--- src/design/assert_macros.svh ---
// assertion macros shared by the core
// no dependencies
`ifndef ASSERT_MACROS_SVH
`define ASSERT_MACROS_SVH

// implication checked on every clock edge outside reset
`define ASSERT_IMPL(label, ante, cons) \
    label: assert property (@(posedge clk) disable iff (!rst_n) (ante) |-> (cons)) \
        else $error("assertion failed");

// implication checked with the consequent in the cycle after the antecedent
`define ASSERT_NEXT(label, ante, cons) \
    label: assert property (@(posedge clk) disable iff (!rst_n) (ante) |=> (cons)) \
        else $error("assertion failed");

`endif

--- src/design/sbtf_pkg.sv ---
// package for the sixteen bit two format core
// types, codes and constants shared by all modules
package sbtf_pkg;

    localparam int MemoryWords = 65536;
    localparam int MemAddrBits = $clog2(MemoryWords);

    localparam logic CMD_WRITE = 1'b0;
    localparam logic CMD_STEP  = 1'b1;

    localparam logic [5:0] OP_ADD   = 6'd0;
    localparam logic [5:0] OP_SUB   = 6'd1;
    localparam logic [5:0] OP_MUL   = 6'd2;
    localparam logic [5:0] OP_DIV   = 6'd3;
    localparam logic [5:0] OP_EQ    = 6'd4;
    localparam logic [5:0] OP_NE    = 6'd5;
    localparam logic [5:0] OP_LOAD  = 6'd15;
    localparam logic [5:0] OP_STORE = 6'd16;
    localparam logic [5:0] OP_HALT  = 6'd63;

    localparam logic [1:0] IOP_JMP = 2'd0;
    localparam logic [1:0] IOP_JEQ = 2'd1;
    localparam logic [1:0] IOP_MOV = 2'd3;

    typedef enum logic [3:0] {
        ST_IDLE,
        ST_WRITE,
        ST_FETCH,
        ST_FETCH_WAIT,
        ST_DECODE,
        ST_LOAD,
        ST_LOAD_WAIT,
        ST_DIV,
        ST_MUL,
        ST_DONE,
        ST_OUT
    } state_t;

    // commands from controller to datapath
    typedef struct packed {
        logic capture_in;
        logic mem_write_cmd;
        logic fetch;
        logic capture_word;
        logic exec;
        logic load_read;
        logic load_capture;
        logic div_start;
        logic div_step;
        logic div_finish;
        logic mul_finish;
        logic out_load;
    } ctrl_t;

    // status from datapath to controller
    typedef struct packed {
        logic is_write;
        logic halted;
        logic is_load;
        logic is_div;
        logic is_mul;
        logic div_last;
    } stat_t;

endpackage

--- src/design/sbtf_ctrl.sv ---
// controller state machine of the core
// depends on sbtf_pkg
module sbtf_ctrl (
    input  logic           clk,
    input  logic           rst_n,
    input  logic           in_valid,
    output logic           in_ready,
    output logic           out_valid,
    input  logic           out_ready,
    input  sbtf_pkg::stat_t stat,
    output sbtf_pkg::ctrl_t ctrl
);
    import sbtf_pkg::*;

    state_t state_reg, state_next;

    // state register
    always_ff @(posedge clk or negedge rst_n)
    begin
        if (!rst_n)
            state_reg <= ST_IDLE;
        else
            state_reg <= state_next;
    end

    // next state
    always_comb
    begin
        state_next = state_reg;
        case (state_reg)
            ST_IDLE:
                if (in_valid)
                    state_next = ST_WRITE;
            ST_WRITE:
            begin
                if (stat.is_write || stat.halted)
                    state_next = ST_DONE;
                else
                    state_next = ST_FETCH;
            end
            ST_FETCH:      state_next = ST_FETCH_WAIT;
            ST_FETCH_WAIT: state_next = ST_DECODE;
            ST_DECODE:
            begin
                if (stat.is_load)
                    state_next = ST_LOAD;
                else if (stat.is_div)
                    state_next = ST_DIV;
                else if (stat.is_mul)
                    state_next = ST_MUL;
                else
                    state_next = ST_DONE;
            end
            ST_LOAD:      state_next = ST_LOAD_WAIT;
            ST_LOAD_WAIT: state_next = ST_DONE;
            ST_DIV:
                if (stat.div_last)
                    state_next = ST_DONE;
            ST_MUL:  state_next = ST_DONE;
            ST_DONE: state_next = ST_OUT;
            ST_OUT:
                if (out_ready)
                    state_next = ST_IDLE;
            default: state_next = ST_IDLE;
        endcase
    end

    // outputs
    always_comb
    begin
        ctrl = '0;
        in_ready = 1'b0;
        out_valid = 1'b0;
        case (state_reg)
            ST_IDLE:
            begin
                in_ready = 1'b1;
                ctrl.capture_in = in_valid;
            end
            ST_WRITE:      ctrl.mem_write_cmd = stat.is_write;
            ST_FETCH:      ctrl.fetch = 1'b1;
            ST_FETCH_WAIT: ctrl.capture_word = 1'b1;
            ST_DECODE:
            begin
                ctrl.exec = !(stat.is_load || stat.is_div || stat.is_mul);
                ctrl.div_start = stat.is_div;
            end
            ST_LOAD:       ctrl.load_read = 1'b1;
            ST_LOAD_WAIT:  ctrl.load_capture = 1'b1;
            ST_DIV:
            begin
                ctrl.div_step = 1'b1;
                ctrl.div_finish = stat.div_last;
            end
            ST_MUL:        ctrl.mul_finish = 1'b1;
            ST_DONE:       ctrl.out_load = 1'b1;
            ST_OUT:        out_valid = 1'b1;
            default:       ctrl = '0;
        endcase
    end
endmodule

--- config.mk ---
export PLATFORM = sky130hd
export DESIGN_NAME = sbtf_ctrl
export DESIGN_NICKNAME = d
export VERILOG_FILES = /design/src/design/assert_macros.svh /design/src/design/sbtf_pkg.sv /design/src/design/sbtf_ctrl.sv
export SDC_FILE = /design/constraint.sdc
export NUM_CORES = 1
export LEC_CHECK = 0
export BUFFER_PORTS_ARGS = -buffer_cell sky130_fd_sc_hd__buf_2
export CAP_MARGIN = 40
export CORE_UTILIZATION = 30
export CTS_BUF_LIST = sky130_fd_sc_hd__clkbuf_4 sky130_fd_sc_hd__clkbuf_8
export CTS_CLUSTER_DIAMETER = 200
export DETAILED_ROUTE_END_ITERATION = 8
export PLACE_DENSITY_LB_ADDON = 0.25
export SLEW_MARGIN = 10
export SYNTH_ARGS = -nofsm -noshare
export SYNTH_HDL_FRONTEND = slang
export SYNTH_SLANG_ARGS = --single-unit
--- constraint.sdc ---
create_clock -name clk -period 1.8 [get_ports clk]
set_clock_uncertainty 0.2 [all_clocks]
set_input_delay 0.36 -clock clk [delete_from_list [all_inputs] [get_ports clk]]
set_output_delay 0.36 -clock clk [all_outputs]
set_load 0.1 [all_outputs]
; ---- Yosys cells after proc, flatten, opt, wreduce, memory -nomap -nowiden
; Cells that the tools add are included.
[totals]
regBits = 4
input_bits = 10
output_inout_bits = 14
elab_cells = 42
[classes]
eq_ne = 13
n_mux = 21
n_reduce_logical = 7
[op_table]
columns = op, n
row1 = $pmux 4 s10, 1
row2 = $mux 4, 6
row3 = $eq 4x3->1 const B, 4
row4 = $mux 1, 13
row5 = $eq 4x4->1 const B, 3
row6 = $eq 4x2->1 const B, 2
row7 = $ne 2x2->1 const B, 3
row8 = $eq 4x1->1 const B, 1
row9 = $logic_not 4->1, 1
row10 = $logic_or 1x1->1, 3
row11 = $reduce_and 3->1, 1
row12 = $mux 2, 1
row13 = $reduce_or 2->1, 1
row14 = $logic_not 1->1, 1

; ---- Longest topological paths before layout
[logic_depth]
word_depth = 4
mapped_depth = 5
ltp_nobuf = 4

; ---- Least setup slack after synthesis
; No wires, ideal clock.
[synth_path]
kind = register -> register
from = register state_reg[2]
to = register state_reg[3]
arrival_time_ns = 4.245
required_time_ns = 1.519
setup_slack_ns = -2.726
stages_incl_launch_ff = 5
n_path_buf = 0
synth_period_minus_slack_ns = 4.526
cell_sequence = dfrtp_1 > nor4b_1 > a221o_1 > a311oi_1 > o21bai_1
[synth_via]
elab_chain_len = 3
[synth_lines]
columns = element, line
row1 = "start, declared", sbtf_ctrl.sv:15  ; state_t state_reg, state_next;
row2 = "start signal, assigned", sbtf_ctrl.sv:23  ; state_reg <= state_next;
row3 = "$eq 4x4->1, or another cell as far along", sbtf_ctrl.sv:30  ; case (state_reg)
row4 = $reduce_or 2->1 (no source line) or $ne 2x2->1 (tied branches), --
row5 = $pmux 4 s10 or $reduce_and 3->1 (tied branches), --
; Several ways; a longest one is shown, not always the timed one.
; A chain may end at the register's enable or synchronous reset.

==> qor.yml <==
synth_top_area_frac: 0.231
diodes: 0
fmax_mhz: 488
p_per_area_nw_per_um2: 2010
total_power_mw: 2.35
largest_reg_flops: 4
pre_cts_slack_ns: -0.0334
cts_buffer_depth: 2
worst_slew_pin_slew_ns: 0.329
multi_input_area_um2: 450
synth.avg_cell_area_um2: 7.75
overflow: 0
r2r_cells: 7
portBuffers: 23
stdcell_count: 118
cp_max_fo: 5
ir_worst_vdd_mv: 1.81
gr-usage-met3: 0.0278
use_met1: 0.286
synthesis.area_um2: 434
ant_nets: 0
grt_max_degree: 15
first_pass_iters: 4
critical_path_required_ns: 1.24
die_h_um: 40.0
whs_path_depth: 2
viasPerCell: 5.88
area_growth_pct: 170
r2r_slack_ns: 0.02
place_hpwl_mm: 1.16
synth_warnings: 0
place_inst: 103
clock_latency_ns: 0.24
r2r_end: "state_reg[0]"
status: "finished with violations"
vias: 694
maxCapViolCount: 0
wirelength_mm: 2.24
grt_usage: 0.242
gr-usage-met2: 0.431
setup_slack_ns: -0.248
rsz0062_at_grt: "true"
yosys.area.top_type: "dfrtp_1"
cts_root_buf: "clkbuf_4"
synthesis.nets: 66
fin_crit_sh: 1.14
grt_pass1_wl_mm: 2.56
synth.distinct_cells: 29
crit_arrival_ns: 1.49
drt-initial-drc-count: 30
yosysSeqAreaShare: 0.231
cts-buffers-inserted: 3
antenna_found_initial: 0
synth_edf_count: 0
synth_ff_type: "dfrtp_1"
clkSinkCount: 4
drive_gt1_frac: 0.757
grt_pass1_vias: 561
postSynth.asyncResetShare: 1.00
hold_viol_final: 0
die_width_um: 40.0
wl_per_cell_um: 19.0
final-seq-area_um2: 104
core_um2: 1320
critPathLaunchType: "register"
fillers: 55
critPathKind: "register to primary output"
die-area_um2: 1600
worstReg2RegStart: "state_reg[2]"
violations: "setup timing"
end_kind: "primary output"
relSlewSlack: 0.781
cts.clk_slew.worst_paths_ns: 0.04
drcViolationCount: 0
final_common_cell: "buf_12"
stdcell_area_um2: 1170
grt-busiest-layer: "met2"
final_nets: 115
syn_inst: 56
synth-seq-cells: 4
cts_tree: "done"
worstHoldStart: "stat[0]"
whs_endpoint: "state_reg[0]"
fin_crit_ns: 2.05
post_dp_cell_area_um2: 961
p_leak_nw: 0.476
finalSetupViolations: 14
start_util: 0.330
htreeDepth: 1
whs_ns: 0.188
place_congestion: 0.852
ioPinCount: 24
mostFrequentLayoutCells: "buf_12 (16), buf_4 (15), buf_2 (9), buf_6 (7), nor2_4 (6)"
hold_path.class: "input pin to register"
synth_area_leaders: "dfrtp_1 (23%), nor2_1 (8.6%), a221o_1 (4.6%)"
placementRows: 13
final_max_slew_viol_count: 0
cell type report:
class | instances | area share
timing repair buffer | 48 | 0.483
sequential | 4 | 0.0885
inverter | 2 | 0.00959
clock buffer | 3 | 0.0192
multi-input combinational | 46 | 0.384
tap | 15 | 0.0160
cell families (layout without fill, tap and decap cells):
logic type | count (synthesis) | in the layout | share of synthesized area
and+or+nand+nor | 34 | 34 | 0.470
AOI/OAI and AO/OA | 12 | 12 | 0.216
DFF | 4 | 4 | 0.231
buffers and inverters | 6 | 53 | 0.0836
worst max-delay path: stages, from the launching register on:
cell     delay, ns
dfrtp_2       0.44
buf_6         0.15
nor4_4        0.29
and2_4        0.20
buf_12        0.17
layer usage:
layer | up-vias | share of wire
li1 | 306 | -
met1 | 321 | 0.38
met2 | 52 | 0.51
met3 | 15 | 0.064
met4 | 0 | 0.050
met5 | - | 0
Yosys cell counts (2+ instances only):
cell type	instances
a21oi_1	3
a221o_1	2
and2_1	3
buf_2	2
dfrtp_1	4
inv_1	2
nand2b_1	3
nand3_1	2
nor2_1	10
nor2b_1	3
nor3_1	3
o32ai_1	2
stage by stage:
stage / setup TNS, ns / util
after detailed placement: -0.0411 / 0.729
after floorplan: -5.91 / -
after global routing: -3.03 / 0.891
after CTS: -2.24 / 0.826
after global placement: 0 / 0.729
final: -2.44 / 0.891
power breakdown:
group	switching (mW)	internal (mW)	leakage (nW)	total [mW]
Combinational	1.14	0.885	0.415	2.03
Clock	0.0436	0.0751	0.0138	0.119
Sequential	0.0690	0.137	0.0470	0.206
Total	1.26	1.10	0.476	2.35
worst max-delay path by stage:
| stage | from | endpoint | slack, ns | cells after the start |
|---|---|---|---|---|
| after CTS | state_reg[2] | ctrl[10] | -0.23 | 4 |
| after global routing | state_reg[2] | ctrl[11] | -0.29 | 4 |
| after detailed placement | state_reg[3] | ctrl[11] | -0.03 | 4 |
| after floorplan | state_reg[2] | ctrl[11] | -0.98 | 3 |
| after global placement | state_reg[3] | ctrl[11] | 0.008 | 4 |
| final | state_reg[2] | ctrl[11] | -0.25 | 4 |
what timing repair did:
action | CTS | global route
gates resized for setup | 13 | 11
pin swaps | 8 | 6
setup buffers | 6 | 5
gates cloned | 0 | 0
setup endpoints to repair | 16 | 16
hold buffers | 1 | 0
hold endpoints to repair | 4 | 0
No activity file was read; power rests on OpenSTA's default activity.
